[src/hdl/sprite_transform_mapper_macros.svh]
// Assertion macros shared by the sprite transform mapper RTL.
`ifndef SPRITE_TRANSFORM_MAPPER_MACROS_SVH
`define SPRITE_TRANSFORM_MAPPER_MACROS_SVH

// Consequent must hold in the same cycle as the antecedent.
`define STM_ASSERT_SAME(label, clk, rst_n, ante, cons) \
    label: assert property (@(posedge clk) disable iff (!(rst_n)) (ante) |-> (cons)) \
        else $error("same-cycle check failed");

// Consequent must hold in the cycle after the antecedent.
`define STM_ASSERT_NEXT(label, clk, rst_n, ante, cons) \
    label: assert property (@(posedge clk) disable iff (!(rst_n)) (ante) |=> (cons)) \
        else $error("next-cycle check failed");

`endif

[src/hdl/stm_pkg.sv]
// Types, codes and constants of the sprite transform mapper.
`default_nettype none

package stm_pkg;

    // Board size and run length limit.
    localparam int BOARD_WIDTH  = 64;
    localparam int BOARD_HEIGHT = 48;
    localparam int MAX_FACTOR   = 15;

    // Width of the signed coordinate arithmetic.
    localparam int CW = 16;

    // Transform mode codes.
    localparam logic [3:0] MODE_IDENT     = 4'd0;
    localparam logic [3:0] MODE_MIRROR_H  = 4'd1;
    localparam logic [3:0] MODE_MIRROR_V  = 4'd2;
    localparam logic [3:0] MODE_ROT_CW    = 4'd3;
    localparam logic [3:0] MODE_ROT_CCW   = 4'd4;
    localparam logic [3:0] MODE_STRETCH_H = 4'd5;
    localparam logic [3:0] MODE_STRETCH_V = 4'd6;
    localparam logic [3:0] MODE_SHEAR_H   = 4'd7;
    localparam logic [3:0] MODE_SHEAR_V   = 4'd8;

    // Configuration register indexes.
    localparam int CFG_IDX_W = 3;
    localparam int CFG_DATA_W = 7;
    localparam logic [CFG_IDX_W-1:0] REG_MODE     = 3'd0;
    localparam logic [CFG_IDX_W-1:0] REG_FACTOR   = 3'd1;
    localparam logic [CFG_IDX_W-1:0] REG_WIDTH    = 3'd2;
    localparam logic [CFG_IDX_W-1:0] REG_HEIGHT   = 3'd3;
    localparam logic [CFG_IDX_W-1:0] REG_BOARD_X  = 3'd4;
    localparam logic [CFG_IDX_W-1:0] REG_BOARD_Y  = 3'd5;

    typedef logic signed [CW-1:0] t_coord;

    // One input item.
    typedef struct packed {
        logic [5:0] src_x;
        logic [5:0] src_y;
        logic       pixel_in;
    } t_item;

    // One result item.
    typedef struct packed {
        logic [5:0] dst_x;
        logic [5:0] dst_y;
        logic       pixel_out;
        logic       off_board;
        logic       last_of_run;
    } t_result;

    // Configuration register set.
    typedef struct packed {
        logic [3:0]        mode;
        logic signed [4:0] factor;
        logic [6:0]        sprite_width;
        logic [6:0]        sprite_height;
        logic signed [6:0] board_x;
        logic signed [6:0] board_y;
    } t_cfg;

endpackage

`default_nettype wire

[src/hdl/stm_chan_if.sv]
// Valid/ready channel interface carrying one item per handshake.
`default_nettype none

interface stm_chan_if #(
    parameter type t_payload = logic
) ();
    logic     valid;
    logic     ready;
    t_payload data;

    modport source (output valid, output data, input ready);
    modport sink   (input valid, input data, output ready);
endinterface

`default_nettype wire

[src/hdl/stm_map.sv]
// Coordinate transform of one source pixel for one position of its run.
`default_nettype none

module stm_map #(
    parameter int MAX_FACTOR = stm_pkg::MAX_FACTOR,
    parameter int KW         = $clog2(MAX_FACTOR + 1)
) (
    input  wire stm_pkg::t_item   i_item,
    input  wire stm_pkg::t_cfg    i_cfg,
    input  wire logic [KW-1:0]    i_k,
    output stm_pkg::t_result      o_result
);

    stm_pkg::t_coord x, y, w, h, s, bx, by;
    stm_pkg::t_coord f_c, k_c;
    stm_pkg::t_coord mul_a, mul_b, prod;
    stm_pkg::t_coord dx, dy, dx_b, dy_b;
    logic [KW-1:0]   run_len;
    logic            is_stretch;
    logic            off;

    // Widen every operand to the signed coordinate width.
    always_comb begin
        x  = signed'(stm_pkg::CW'(i_item.src_x));
        y  = signed'(stm_pkg::CW'(i_item.src_y));
        w  = signed'(stm_pkg::CW'(i_cfg.sprite_width));
        h  = signed'(stm_pkg::CW'(i_cfg.sprite_height));
        s  = stm_pkg::CW'(i_cfg.factor);
        bx = stm_pkg::CW'(i_cfg.board_x);
        by = stm_pkg::CW'(i_cfg.board_y);
    end

    // Stretch run length: at least one, at most MAX_FACTOR.
    always_comb begin
        if (s < stm_pkg::t_coord'(1)) begin
            run_len = KW'(1);
        end else if (int'(s) > MAX_FACTOR) begin
            run_len = KW'(MAX_FACTOR);
        end else begin
            run_len = KW'(s[3:0]);
        end
        f_c = signed'(stm_pkg::CW'(run_len));
        k_c = signed'(stm_pkg::CW'(i_k));
        is_stretch = (i_cfg.mode == stm_pkg::MODE_STRETCH_H) ||
                     (i_cfg.mode == stm_pkg::MODE_STRETCH_V);
    end

    // One shared multiplier serves stretch and shear.
    always_comb begin
        mul_a = '0;
        mul_b = '0;
        case (i_cfg.mode)
            stm_pkg::MODE_STRETCH_H: begin
                mul_a = x;
                mul_b = f_c;
            end
            stm_pkg::MODE_STRETCH_V: begin
                mul_a = y;
                mul_b = f_c;
            end
            stm_pkg::MODE_SHEAR_H: begin
                if (s > 0) begin
                    mul_a = h - 1 - y;
                    mul_b = s;
                end else begin
                    mul_a = y;
                    mul_b = -s;
                end
            end
            stm_pkg::MODE_SHEAR_V: begin
                if (s > 0) begin
                    mul_a = w - 1 - x;
                    mul_b = s;
                end else begin
                    mul_a = x;
                    mul_b = -s;
                end
            end
            default: begin
                mul_a = '0;
                mul_b = '0;
            end
        endcase
        prod = mul_a * mul_b;
    end

    // Destination within the sprite's own frame; unused codes act as identity.
    always_comb begin
        dx = x;
        dy = y;
        case (i_cfg.mode)
            stm_pkg::MODE_MIRROR_H:  dx = w - 1 - x;
            stm_pkg::MODE_MIRROR_V:  dy = h - 1 - y;
            stm_pkg::MODE_ROT_CW: begin
                dx = h - 1 - y;
                dy = x;
            end
            stm_pkg::MODE_ROT_CCW: begin
                dx = y;
                dy = w - 1 - x;
            end
            stm_pkg::MODE_STRETCH_H: dx = prod + k_c;
            stm_pkg::MODE_STRETCH_V: dy = prod + k_c;
            stm_pkg::MODE_SHEAR_H:   dx = x + prod;
            stm_pkg::MODE_SHEAR_V:   dy = y + prod;
            default: begin
                dx = x;
                dy = y;
            end
        endcase
    end

    // Board placement, clipping and the end-of-run mark.
    always_comb begin
        dx_b = dx + bx;
        dy_b = dy + by;
        off  = (dx_b < 0) || (dx_b >= stm_pkg::t_coord'(stm_pkg::BOARD_WIDTH)) ||
               (dy_b < 0) || (dy_b >= stm_pkg::t_coord'(stm_pkg::BOARD_HEIGHT));
        o_result.dst_x       = off ? 6'd0 : dx_b[5:0];
        o_result.dst_y       = off ? 6'd0 : dy_b[5:0];
        o_result.pixel_out   = i_item.pixel_in;
        o_result.off_board   = off;
        o_result.last_of_run = is_stretch ? (i_k == KW'(run_len - KW'(1))) : 1'b1;
    end

endmodule

`default_nettype wire

[src/hdl/sprite_transform_mapper.sv]
// Top level of the sprite transform mapper: input stage, run counter, result register.
// One input item (a sprite pixel with its source column and row) is taken per cycle and
// gives one result item through an input register and a result register. In the two
// stretch modes an item gives a run of factor results (1 to MAX_FACTOR), one per cycle,
// and holds the input stage until its run ends; every other mode sustains one item per
// cycle. Both rates hold unless results stall. The last result of every item carries
// last_of_run; results off the 64 by 48 board have off_board set, zero coordinates. The
// user must write configuration registers only while no item is in flight (unenforced).
`default_nettype none
`include "sprite_transform_mapper_macros.svh"

module sprite_transform_mapper #(
    parameter int MAX_FACTOR = stm_pkg::MAX_FACTOR
) (
    input  wire logic                             i_clk,
    input  wire logic                             i_rst_n,
    input  wire logic                             i_cfg_we,
    input  wire logic [stm_pkg::CFG_IDX_W-1:0]    i_cfg_idx,
    input  wire logic [stm_pkg::CFG_DATA_W-1:0]   i_cfg_data,
    stm_chan_if.sink                              i_item,
    stm_chan_if.source                            o_result
);

    localparam int KW = $clog2(MAX_FACTOR + 1);

    stm_pkg::t_cfg    r_cfg;
    stm_pkg::t_item   r_item;
    logic             r_in_valid;
    logic [KW-1:0]    r_k;
    stm_pkg::t_result r_out;
    logic             r_out_valid;

    stm_pkg::t_result map_res;
    logic             out_load;
    logic             retire;
    logic             in_accept;
    logic             is_stretch;

    // Configuration registers; writes beyond the list are dropped.
    always_ff @(posedge i_clk) begin
        if (!i_rst_n) begin
            r_cfg.mode          <= stm_pkg::MODE_IDENT;
            r_cfg.factor        <= 5'sd1;
            r_cfg.sprite_width  <= 7'd5;
            r_cfg.sprite_height <= 7'd7;
            r_cfg.board_x       <= '0;
            r_cfg.board_y       <= '0;
        end else if (i_cfg_we) begin
            case (i_cfg_idx)
                stm_pkg::REG_MODE:    r_cfg.mode          <= i_cfg_data[3:0];
                stm_pkg::REG_FACTOR:  r_cfg.factor        <= signed'(i_cfg_data[4:0]);
                stm_pkg::REG_WIDTH:   r_cfg.sprite_width  <= i_cfg_data;
                stm_pkg::REG_HEIGHT:  r_cfg.sprite_height <= i_cfg_data;
                stm_pkg::REG_BOARD_X: r_cfg.board_x       <= signed'(i_cfg_data);
                stm_pkg::REG_BOARD_Y: r_cfg.board_y       <= signed'(i_cfg_data);
                default: ;
            endcase
        end
    end

    // Transform of the item held in the input stage at run position r_k.
    stm_map #(
        .MAX_FACTOR (MAX_FACTOR),
        .KW         (KW)
    ) u_map (
        .i_item   (r_item),
        .i_cfg    (r_cfg),
        .i_k      (r_k),
        .o_result (map_res)
    );

    // Handshake control: a result moves on when the result register is free or drained.
    always_comb begin
        out_load       = r_in_valid && (!r_out_valid || o_result.ready);
        retire         = out_load && map_res.last_of_run;
        i_item.ready   = !r_in_valid || retire;
        in_accept      = i_item.valid && i_item.ready;
        is_stretch     = (r_cfg.mode == stm_pkg::MODE_STRETCH_H) ||
                         (r_cfg.mode == stm_pkg::MODE_STRETCH_V);
        o_result.valid = r_out_valid;
        o_result.data  = r_out;
    end

    // Input stage and run counter.
    always_ff @(posedge i_clk) begin
        if (!i_rst_n) begin
            r_in_valid <= 1'b0;
            r_k        <= '0;
        end else if (in_accept) begin
            r_in_valid <= 1'b1;
            r_k        <= '0;
        end else if (retire) begin
            r_in_valid <= 1'b0;
        end else if (out_load) begin
            r_k <= r_k + KW'(1);
        end
    end

    // Input payload.
    always_ff @(posedge i_clk) begin
        if (in_accept) begin
            r_item <= i_item.data;
        end
    end

    // Result register.
    always_ff @(posedge i_clk) begin
        if (!i_rst_n) begin
            r_out_valid <= 1'b0;
        end else if (out_load) begin
            r_out_valid <= 1'b1;
        end else if (o_result.ready) begin
            r_out_valid <= 1'b0;
        end
    end

    // Result payload.
    always_ff @(posedge i_clk) begin
        if (out_load) begin
            r_out <= map_res;
        end
    end

    // A freshly accepted item starts its run at position zero.
    `STM_ASSERT_NEXT(a_accept_starts_run, i_clk, i_rst_n, in_accept, r_in_valid && (r_k == '0))
    // An item that has not given its last result stays in the input stage.
    `STM_ASSERT_NEXT(a_item_held, i_clk, i_rst_n, r_in_valid && !retire, r_in_valid)
    // Outside the stretch modes every result closes its run.
    `STM_ASSERT_SAME(a_single_result, i_clk, i_rst_n, out_load && !is_stretch, retire)
    // A clipped result carries zero coordinates.
    `STM_ASSERT_SAME(a_clip_zero, i_clk, i_rst_n, r_out_valid && r_out.off_board, (r_out.dst_x == 6'd0) && (r_out.dst_y == 6'd0))

endmodule

`default_nettype wire

[src/flat_wrapper.sv]
// flat-port wrapper written by rule: the top's interface ports become plain ports
module sprite_transform_mapper_flat import stm_pkg::*;
#(
    parameter int MAX_FACTOR = stm_pkg::MAX_FACTOR
)
  (i_clk, i_rst_n, i_cfg_we, i_cfg_idx, i_cfg_data, i_item_valid, i_item_data, i_item_ready, o_result_valid, o_result_data, o_result_ready);
  stm_chan_if #(.t_payload(t_item)) i_item_i ();
  stm_chan_if #(.t_payload(t_result)) o_result_i ();
  input  wire logic i_clk;
  input  wire logic i_rst_n;
  input  wire logic i_cfg_we;
  input  wire logic [stm_pkg::CFG_IDX_W-1:0] i_cfg_idx;
  input  wire logic [stm_pkg::CFG_DATA_W-1:0] i_cfg_data;
  input wire logic [$bits(i_item_i.valid)-1:0] i_item_valid;
  input wire logic [$bits(i_item_i.data)-1:0] i_item_data;
  output wire logic [$bits(i_item_i.ready)-1:0] i_item_ready;
  output wire logic [$bits(o_result_i.valid)-1:0] o_result_valid;
  output wire logic [$bits(o_result_i.data)-1:0] o_result_data;
  input wire logic [$bits(o_result_i.ready)-1:0] o_result_ready;
  assign i_item_i.valid = i_item_valid;
  assign i_item_i.data = i_item_data;
  assign i_item_ready = i_item_i.ready;
  assign o_result_valid = o_result_i.valid;
  assign o_result_data = o_result_i.data;
  assign o_result_i.ready = o_result_ready;
  sprite_transform_mapper #(.MAX_FACTOR(MAX_FACTOR)) u_core (.i_clk(i_clk), .i_rst_n(i_rst_n), .i_cfg_we(i_cfg_we), .i_cfg_idx(i_cfg_idx), .i_cfg_data(i_cfg_data), .i_item(i_item_i), .o_result(o_result_i));
endmodule
[config.mk]
export PLATFORM = sky130hd
export DESIGN_NAME = sprite_transform_mapper_flat
export DESIGN_NICKNAME = d
export VERILOG_FILES = /design/src/hdl/stm_pkg.sv /design/src/hdl/stm_chan_if.sv /design/src/hdl/stm_map.sv /design/src/hdl/sprite_transform_mapper.sv /design/src/flat_wrapper.sv
export VERILOG_INCLUDE_DIRS = /design/src /design/src/hdl
export SDC_FILE = /design/constraint.sdc
export NUM_CORES = 1
export LEC_CHECK = 0
export CAP_MARGIN = 20
export CORE_UTILIZATION = 40
export CTS_BUF_LIST = sky130_fd_sc_hd__clkbuf_2 sky130_fd_sc_hd__clkbuf_4 sky130_fd_sc_hd__clkbuf_8
export CTS_CLUSTER_DIAMETER = 120
export DETAILED_ROUTE_END_ITERATION = 8
export DONT_BUFFER_PORTS = 1
export PLACE_DENSITY = 0.68
export SLEW_MARGIN = 20
export SYNTH_ARGS = -nofsm -noshare
export SYNTH_HDL_FRONTEND = slang
export SYNTH_SLANG_ARGS = --single-unit
[constraint.sdc]
create_clock -name i_clk -period 9.49 [get_ports i_clk]
set_input_delay 0.949 -clock i_clk [delete_from_list [all_inputs] [get_ports i_clk]]
set_output_delay 0.949 -clock i_clk [all_outputs]
set_load 0.005 [all_outputs]
==> impl_summary.md, run 1 <==
Run status
The run finished, with violations left. The final reports fail on negative setup slack.

Die
The boundary pin count is 45. The die is 168 µm wide. The floorplan step set the die height to 168 µm. The floorplan has 60 rows.

The die covers 28200 µm². For this configuration, the core starts out at a cell density of 0.408. The core footprint is 27000 µm².

CTS
Counting along the longest clock path gives a buffer depth of 2. The clock slew seen by the registers of the worst setup and hold paths is 90 ps. The clock latency at the later pin of the worst-skew pair is 360 ps.

The root buffer cell is clkbuf_8. The number of buffers created by CTS is 9. The post-cts hold buffer count is 0.

In this run the number of H-tree levels came out at 3. The CTS tree is yes. Counting every sink on the clock net gives 71.

Synthesis
During synthesis, Yosys emitted a total of 0 warnings. The predominant post-synthesis flop cell is dfxtp_1. The share of the yosys chip area belonging to registers is 0.155.

The unique cell type count in the Yosys netlist is 75. The synthesized design contains 71 register bits. In this run, synthesis inferred 28 flip-flops with an integrated enable. The mapped netlist covers 11000 µm². In the synthesized netlist, the number of instances is 1284. Each instance of the synthesized netlist takes up on average 8.56 µm². In the synthesized netlist the async set-or-reset flop fraction comes to 0.

Route
The via count is 10300. The detailed-route wire length per cell is 17.6 µm. The final antenna-violating net count is 0.

The starting DRC count in detailed routing is 829. Wires add up to 32.9 mm. Dividing the detail-routed via count by the number of cells gives 5.50.

The post-detailed-route DRC marker count is 0. For this run, the detailed router's first-pass iteration total came to 6.

Placement
During placement, the flow inserted port buffers numbering 0. The cell area after placement is 13100 µm². The congestion estimate from routability-driven global placement came to 1.00. After legalization and detailed placement, the total HPWL measured 26.4 mm.

Worst hold path
The number of cells on the worst hold path is 0. The worst hold path belongs to the class reg2reg.

Final layout
From synthesis to final layout, the design area changed by 29.1%. The commonest non-fill, non-tap cell in the layout is buf_4. The top cell types in the final layout, fill and taps aside, are buf_4, inv_1, ha_1. The number of antenna diodes in the final layout is 0. The ratio of cells with drive above 1 in the final layout is 0.275. With fillers left out, the area of the finished cells amounts to 14200 µm².

The fill cell instance count of the final layout is 2456. For this run, the post-layout net count is 1764.

Critical path
The end of the worst register-to-register path is u_core.o_result.data[13]$_SDFFCE_PP0P_. The start point of the critical path is u_core.r_cfg[21]$_SDFFE_PN1P_. For the worst setup path, the data required time is 9680 ps.

In this run the worst setup path terminates at u_core.o_result.data[13]$_SDFFCE_PP0P_. The kind of launch point of the worst setup path is a flip-flop. The endpoint arrival time on the critical path is 10080 ps. The setup check on the worst reg-to-reg path leaves a slack of -400 ps. For this run, the slowest stage of the critical path takes 560 ps. Among all stages on the critical path, the largest delay is contributed by fa_1. The startpoint identified for the worst register-to-register timing path is u_core.r_cfg[21]$_SDFFE_PN1P_. The kind of critical path is reg2reg. The element type at the critical path end is a flip-flop. For the worst flop-to-flop path, the logic depth is 45.

Along the worst path, the maximum fanout reaches 5. By instance count, the cell type seen most on the critical path is fa_1.

STA
The number of max-slew violations in the final report is 0. For the pin with the worst max-slew slack, the measured transition is 1020 ps. The final number of setup-violating endpoints is 13. Setup repair after global routing could not meet its margin everywhere. The smallest clock period supported by the final layout is computed as 9890 ps.

Clock skew on the completed layout was measured at 10.7 ps. In the post-route analysis, the smallest setup slack over all paths is -396 ps. The post-route fraction of the period consumed by the critical path is 1.04. The total negative slack is -4690 ps. Measured against its own limit, the worst slew margin works out to 0.319. The worst slack on hold paths is 433 ps. The final-report hold violation count is 0.

Based on the critical path, the design can be clocked at up to 101 MHz.

Global routing
The first global-routing pass estimated 52.6 mm of wire. For this run, the total global-route usage over all layers was measured as 0.236. The number of antenna violations at the first check in global routing came to 0. Entering global routing, the biggest net connects 41 pins. The number of global-route vias before repair came to 10300. Summed over all layers, the global routing overflow is 0.

Power and ir drop
The final total power is 1.35 mW. The worst ir drop on vdd is 0.0000690 V. The power per cell area is 95.3 nW/µm². In this run the static leakage power is 6.42 nW.

Flow run
The max-cap check violation count is 0.
==> routing by layer <==
layer	up-vias	GRT usage	part of all wire
met5	-	0	0
met4	0	0.0550	0.021
met3	65	0.0440	0.072
met2	322	0.398	0.48
met1	5020	0.312	0.43
li1	4906	-	-
==> cell usage after synthesis (31+ instances only) <==
cell	n	area, µm²
xor2_1	44	385
nor2b_1	48	300
ha_1	125	1560
mux2i_1	31	310
fa_1	83	1660
nand2_1	66	248
inv_1	183	687
nor3_1	38	190
nor2_1	83	312
dfxtp_1	43	861
a21oi_1	53	265
o21ai_0	34	170
xnor2_1	70	613
==> worst max-delay path, delay by kind of cell (launching register included) <==
family / cells / cell delay [ps]
AOI/OAI and AO/OA: 10 / 1880
DFF: 1 / 340
buffers and inverters: 9 / 780
xor gates and xnor gates: 2 / 400
and+or+nand+nor: 14 / 2520
adders and majority gates: 10 / 3760
==> what timing repair did <==
action / 4_1_cts / 5_1_grt
gates resized for setup: 72 / 46
endpoints found under the setup margin: 13 / 13
setup buffers: 25 / 7
gates cloned: 1 / 0
pin swaps: 55 / 36
==> through the flow <==
stage | setup WS (ps) | util | cells
2_1_floorplan | -45.6 | - | 1306
3_3_place_gp | -499 | 0.487 | 1825
3_5_place_dp | -741 | 0.487 | 1825
4_1_cts | -240 | 0.515 | 1867
5_1_grt | -900 | 0.527 | 1874
6_report | -396 | 0.527 | 1874
==> kinds of logic (layout without fill, tap and decap cells) <==
| kind of cell | after synthesis | after routing | share of synthesized area |
|---|---|---|---|
| other | 2 | 24 | 0.000683 |
| XOR/XNOR | 116 | 116 | 0.0949 |
| adder cells (fa/ha/maj) | 208 | 208 | 0.293 |
| AND/OR/NAND/NOR | 376 | 376 | 0.184 |
| multiplexers | 32 | 32 | 0.0292 |
| buffers and inverters | 222 | 449 | 0.0783 |
| flip-flops | 71 | 71 | 0.155 |
| AO/OA/AOI/OAI | 257 | 257 | 0.165 |
==> state kept, by name, summed over array words and instances (netlist names) <==
signal	count
u_core.o_result.data	15
u_core.r_item	13
u_core.r_in_valid	1
u_core.o_result.valid	1
u_core.r_cfg	37
u_core.r_k	4
==> report_power, final <==
part / internal [mW] / leakage [nW] / switching, mW
combinational: 0.356 / 5.70 / 0.380
clock: 0.151 / 0.114 / 0.126
sequential: 0.332 / 0.610 / 0.00873
==> layout make-up <==
type / instances / area (µm²) / area share
clock buffer: 10 / 131 / 0.00925
clock inverter: 6 / 85.1 / 0.00599
inverter: 185 / 694 / 0.0489
multi-input combinational: 1013 / 9250 / 0.652
sequential: 71 / 1710 / 0.120
tap: 341 / 427 / 0.0300
timing repair buffer: 248 / 1900 / 0.134
==> how the worst min path moves through the flow <==
stage	start	slack, ps	endpoint
2_1_floorplan	u_core.r_item[0]$_DFFE_PP_	400	u_core.o_result.data[2]$_DFFE_PP_
3_3_place_gp	u_core.r_item[0]$_DFFE_PP_	420	u_core.o_result.data[2]$_DFFE_PP_
3_5_place_dp	u_core.r_item[0]$_DFFE_PP_	410	u_core.o_result.data[2]$_DFFE_PP_
4_1_cts	u_core.r_item[0]$_DFFE_PP_	440	u_core.o_result.data[2]$_DFFE_PP_
5_1_grt	u_core.r_item[0]$_DFFE_PP_	440	u_core.o_result.data[2]$_DFFE_PP_
6_report	u_core.r_item[0]$_DFFE_PP_	430	u_core.o_result.data[2]$_DFFE_PP_
Power figures use the tool's default switching activity.
==> inputs of run 2 (changes only) <==
--- a/config.mk
+++ b/config.mk
@@ -13,6 +13,7 @@
 export DETAILED_ROUTE_END_ITERATION = 8
 export DONT_BUFFER_PORTS = 1
 export PLACE_DENSITY = 0.68
+export SETUP_SLACK_MARGIN = 0.15
 export SLEW_MARGIN = 20
 export SYNTH_ARGS = -nofsm -noshare
 export SYNTH_HDL_FRONTEND = slang
==> constraint.sdc (replaced) <==
create_clock -name i_clk -period 9.49 [get_ports i_clk]
set_input_delay 0.949 -clock i_clk [delete_from_list [all_inputs] [get_ports i_clk]]
set_output_delay 0.949 -clock i_clk [all_outputs]
set_load 0.05 [all_outputs]
==> run 2 against run 1 <==
Largest power group unchanged. Maximum frequency up 0.13%. Power down 3.6%. Hold slack better by 1.7 ps. The flow still finishes with violations (negative setup slack).
==> impl_summary.md, run 2 (synthesized netlist as in run 1, its figures left out) <==
Power and ir drop
The switching fraction of total power is 0.405. The portion of total power attributed to the clock network is 0.165. In this run the power spent charging and discharging nets is 0.528 mW. The leakage power is 6.38 nW.

For this design the ratio of total power to cell area is 91.9 nW/µm². The internal portion of the total power is 0.776 mW. Of the total power, combinational logic draws 0.561. Of the total power, registers draw 0.274.

The worst ir drop on vdd is 0.0000730 V.

Die
The core footprint is 27000 µm². The die is 168 µm tall. The width of the die is 168 µm.

45 I/O pins were placed. For this configuration, the core starts out at a cell density of 0.408. The placement row count is 60.

The die covers 28200 µm².

Route
The total wire length is 33.2 mm. The number of vias per cell is 5.48. Summing over every cut layer, the via total after detailed routing is 10200. In this run the remaining antenna-violating nets after routing total 0. The detailed-route wire length per cell is 17.8 µm. The number of detailed-routing iterations run before antenna repair is 7. In the routed design, unresolved DRC markers number 0. The starting DRC count in detailed routing is 746.

CTS
The maximum buffer depth of the clock tree is 2. CTS placed an instance of clkbuf_8 at the clock tree root. The number of buffers created by CTS is 9. The H-tree generated during clock tree synthesis spans 3 levels. The clock slew seen by the registers of the worst setup and hold paths is 80 ps. The clock drives 71 sinks. TritonCTS built the clock tree. The clock latency at the later pin of the worst-skew pair is 350 ps.

Critical path
The worst setup path is captured at a flip-flop. The number of buffers and inverters on the critical path is 15. STA classifies the critical path startpoint as a flip-flop. The most numerous cell type found on the critical path is inv_2. The kind of critical path is reg2reg. The cell with the biggest individual delay on the critical path is or4b_4. The endpoint arrival time on the critical path is 10050 ps. Data on the critical path is required at its endpoint by 9660 ps.

The largest single stage delay on the critical path is 560 ps. Along the worst path, the maximum fanout reaches 6. The family with the most delay on the worst path is adder cells.

Final layout
From synthesis to final layout, the design area changed by 28.9%. The number of flip-flops under the largest register name is 37. The register with the highest flop count is u_core.r_cfg.

0 antenna diodes ended up in the layout. The final core utilization is 0.526. In the layout the commonest cells are buf_4, inv_1, ha_1.

The ratio of cells with drive above 1 in the final layout is 0.282. Counting the fill cells in the layout gives 2480. Leaving out fill and tap cells, the most frequent cell in the layout is buf_4.

The number of nets in the layout is 1754. Leaving out filler cells and counting taps, the final layout contains 1864.

STA
The worst-case clock skew is 12.5 ps. The slew at the pin closest to its max-slew limit is 1030 ps. The worst setup margin is -383 ps.

Timing would allow up to 101 MHz. The worst slack on hold paths is 435 ps. Setup total negative slack on the finished layout was measured at -4430 ps.

The final-report hold violation count came to 0. The post-route fraction of the period consumed by the critical path is 1.04. The number of max-slew violations in the final report is 0.

The final number of setup-violating endpoints is 13. Measured against its own limit, the worst slew margin works out to 0.312. Setup repair after global routing could not meet its margin everywhere. The shortest period the worst path allows is 9870 ps.

Placement
The count of buffers inserted at the top-level ports is 0. The worst setup slack after placement is -621 ps. In this run, placement finished with an instance count of 1811. Routability-driven placement finished with a final weighted congestion of 0.995. The placed wire-length estimate is 27.2 mm.

Global routing
In the global route stage, overall resource usage came out at 0.240. The number of antenna violations at the first check in global routing was 0. The number of global-route vias before repair was 10400. The global-route wire length before repair is 52.9 mm. The leftover overflow at the end of global routing is 0. The pin count of the biggest net entering global routing is 41.

Run status
The final reports fail on negative setup slack. The run finished, with violations left.

Flow run
The tool flagged a number of max-cap violations equal to 0.

Worst hold path
The worst min-delay path class is reg2reg.
==> run 2: changes by cell type in the layout (fill, tap and decap cells not counted), sizes merged <==
cell,change
clkinv,+3
inv,-1
buf,-10
bufinv,-2
==> run 2: worst paths after layout <==
check | startpoint | to | slack, ps | cells past startpoint
max | u_core.r_cfg[21]$_SDFFE_PN1P_ | u_core.o_result.data[5]$_SDFFCE_PP0P_ | -380 | 48
min | u_core.r_item[0]$_DFFE_PP_ | u_core.o_result.data[2]$_DFFE_PP_ | 440 | 0
max reg2reg | u_core.r_cfg[21]$_SDFFE_PN1P_ | u_core.o_result.data[5]$_SDFFCE_PP0P_ | -380 | 48
min reg2reg | u_core.r_item[0]$_DFFE_PP_ | u_core.o_result.data[2]$_DFFE_PP_ | 440 | 0
==> run 2: layout make-up <==
type	instances	area, µm²	share of cell area
Multi-Input combinational cell	1013	9360	0.660
Sequential cell	71	1710	0.120
Timing Repair Buffer	238	1830	0.129
Clock inverter	6	37.5	0.00265
Clock buffer	10	131	0.00927
Inverter	185	694	0.0490
Tap cell	341	427	0.0301
==> run 2: power groups by stage <==
stage                     clock network, mW  registers (mW)  logic (mW)
final                                 0.215           0.357       0.732
after detailed placement                  0           0.364       0.602
after floorplan                           0           0.363       0.411
after global routing                  0.235           0.358       0.798
after CTS                             0.221           0.357       0.670
after global placement                    0           0.363       0.587
==> run 2: stage by stage <==
stage	area, µm²	total power [mW]
after floorplan	11300	0.774
after global placement	13000	0.950
after detailed placement	13000	0.965
after CTS	13700	1.25
after global routing	14200	1.39
final	14200	1.30
==> run 2: repair_timing <==
action / 4_1_cts / 5_1_grt
pin swaps: 50 / 33
hold buffers: 0 / 0
endpoints found under the setup margin: 13 / 13
cloned: 1 / 0
hold endpoints to repair: 0 / 0
resized for setup: 67 / 79
setup buffers: 20 / 16
==> run 2: layer usage <==
layer  vias to the layer above  wire length (µm)  GRT usage
li1                       4887                 -          -
met1                      4909             14600      0.305
met2                       343             15600      0.408
met3                        72              2150     0.0482
met4                         0               853     0.0722
met5                         -                 0          0
==> inputs of run 3 (changes only) <==
--- a/config.mk
+++ b/config.mk
@@ -12,8 +12,8 @@
 export CTS_CLUSTER_DIAMETER = 120
 export DETAILED_ROUTE_END_ITERATION = 8
 export DONT_BUFFER_PORTS = 1
-export PLACE_DENSITY = 0.68
-export SETUP_SLACK_MARGIN = 0.15
+export PLACE_DENSITY = 0.65
+export SETUP_SLACK_MARGIN = 0.1
 export SLEW_MARGIN = 20
 export SYNTH_ARGS = -nofsm -noshare
 export SYNTH_HDL_FRONTEND = slang
==> run 3 against run 2 <==
The run still ends with negative setup slack left. Power up 1.9%. Core utilization up 0.28 points. Sequential share of layout area down 0.065 points. Routed wire length down 0.81%. Global-route usage down 0.15 points. First-iteration DRC count up 26%. Largest cell class unchanged.
==> impl_summary.md, run 3 (synthesized netlist as in run 1, its figures left out) <==
Route
The number of vias per cell is 5.44. The final antenna-violating net count is 0. The number of detailed-routing iterations run before antenna repair is 7. The first routing iteration left 939 violations. In the final routed layout, each cell accounts on average for 17.5 µm. Across all layers, the routed design uses 10300 vias.

The post-detailed-route DRC marker count is 0. For this block, the routed nets add up to 32.9 mm of wire.

Critical path
The endpoint arrival time on the critical path is 9950 ps. STA puts the critical path data required time at 9670 ps. Of all nets on the critical path, the largest fanout is 6. The worst setup path is captured at a flip-flop.

On the critical path, the stage with the largest delay is an instance of fa_2. The delay of the slowest critical-path stage is 540 ps. The kind of critical path is reg2reg.

The kind of launch point of the worst setup path is a flip-flop.

Worst hold path
The worst min-delay path class is reg2reg.

Final layout
In the layout the commonest cells are buf_4, inv_1, ha_1. The sequential cells in the finished layout cover a total of 1710 µm². Summing all non-filler instances in the final layout gives an area of 14300 µm².

The number of nets in the layout is 1773. The fill cell instance count of the final layout is 2456. The number of flip-flops under the largest register name is 37. The commonest non-fill, non-tap cell in the layout is buf_4. The area growth from synthesis to layout is 29.6%. The area occupied by multi-input gates is 9240 µm². The number of antenna diodes is 0. u_core.r_cfg holds more flip-flops than any other register. The final core utilization is 0.529.

The ratio of cells with drive above 1 in the final layout is 0.275.

STA
Based on the critical path, the design can be clocked at up to 102 MHz. The worst setup margin is -282 ps. The slew at the pin closest to its max-slew limit is 1020 ps. Setup repair after global routing could not meet its margin everywhere. The shortest period the worst path allows is 9770 ps. The worst-case clock skew is 9.49 ps. The final-report hold violation count came to 0. The post-route fraction of the period consumed by the critical path is 1.03. Setup violations remaining at the end of the flow were counted as 13. Headroom to the max-slew limit came out at 0.315. The number of max-slew violations in the final report is 0. The tightest hold path in the finished design has a slack of 431 ps.

CTS
Counting the buffers created by CTS gives 9. The H-tree was split into 3 levels. The clock latency at the later pin of the worst-skew pair is 360 ps. Clock-pin slew was measured on the worst setup and hold paths at 80 ps.

The CTS tree is yes. After clock tree synthesis, the flow added hold-fix buffers numbering 0. In this run the clock root is driven by a clkbuf_8.

The clock drives 71 sinks. The maximum buffer depth of the clock tree is 2.

Die
The width of the die is 168 µm. The overall die height is 168 µm. 45 I/O pins were placed. The region available for standard cell placement spans 27000 µm². The die covers 28200 µm². The placement row count is 60. The starting density of the core is 0.408.

Global routing
The number of global-route vias before repair is 10300. The first global-routing pass estimated 53.1 mm of wire. In the global route stage, overall resource usage came out at 0.238.

The number of antenna violations at the first check in global routing was 0. The pin count of the biggest net entering global routing is 41. After global routing the overflow that remains totals 0.

Power and ir drop
The design draws 1.33 mW. In this run the static leakage power is 6.45 nW. The power per cell area is 93.1 nW/µm². VDD sags by at most 0.0000821 V.

Flow run
The max-cap check violation count is 0.

Placement
The placed wire-length estimate is 26.9 mm. The weighted congestion at the end of routability-driven global placement is 0.990. The cell area after placement is 13200 µm².

Buffers placed on the I/O ports in this run total 0.

Run status
The final reports fail on negative setup slack. The run finished, with violations left.
-- run 3: changes by cell type in the layout (fill, tap and decap cells not counted), moves of 4 or more --
| cell | previous run | this run |
|---|---|---|
| xor2_1 | 34 | 38 |
| nor2_1 | 71 | 75 |
| buf_4 | 227 | 248 |
| buf_6 | 11 | 5 |
| xor2_2 | 8 | 4 |
| inv_1 | 161 | 167 |
| inv_2 | 24 | 18 |
-- run 3: timing repair --
item | 4_1_cts | 5_1_grt
gates cloned | 2 | 0
pin swaps | 67 | 13
setup buffers | 23 | 6
endpoints found under the setup margin | 13 | 13
gates resized for setup | 86 | 26
-- run 3: layout make-up --
| type | count | share of cell area |
|---|---|---|
| Sequential cell | 71 | 0.120 |
| Clock buffer | 11 | 0.0102 |
| Timing Repair Buffer | 257 | 0.139 |
| Tap cell | 341 | 0.0299 |
| Inverter | 185 | 0.0487 |
| Multi-Input combinational cell | 1013 | 0.648 |
| Clock inverter | 5 | 0.00404 |
-- run 3: per-layer routing --
layer	up-vias	track usage	wire length, µm
met2	302	0.407	15600
met3	46	0.0341	2160
li1	4927	-	-
met1	4977	0.322	14700
met4	0	0.0411	459
met5	-	0	0
-- run 3: path summary, 6_finish.rpt --
| path | start | to | slack (ps) | cells past startpoint |
|---|---|---|---|---|
| worst max-delay path | u_core.r_item[2]$_DFFE_PP_ | u_core.o_result.data[3]$_SDFFCE_PP0P_ | -280 | 41 |
| worst min-delay path | u_core.r_item[0]$_DFFE_PP_ | u_core.o_result.data[2]$_DFFE_PP_ | 430 | 0 |
| worst max register to register | u_core.r_item[2]$_DFFE_PP_ | u_core.o_result.data[3]$_SDFFCE_PP0P_ | -280 | 41 |
| worst min register to register | u_core.r_item[0]$_DFFE_PP_ | u_core.o_result.data[2]$_DFFE_PP_ | 430 | 0 |
-- run 3: critical path: cells and delay by family (launching register included) --
family                   cells  cell delay [ps]
AO/OA/AOI/OAI               12             2310
XOR/XNOR                     2              470
adder cells (fa/ha/maj)      9             3570
buffers and inverters        8              900
flip-flops                   1              450
AND/OR/NAND/NOR             10             1940
-- run 3: power breakdown --
group          switching (mW)  internal, mW  total (mW)
Sequential             0.0251         0.332       0.357
Combinational           0.376         0.343       0.719
Clock                   0.120         0.131       0.251
-- run 3: through the flow --
step	TNS (ps)	setup WS, ps	cells
floorplan	-136	-45.6	1306
global placement	-4790	-470	1836
detailed placement	-7930	-733	1836
CTS	-2120	-223	1877
global route	-9410	-794	1883
finish	-2760	-282	1883
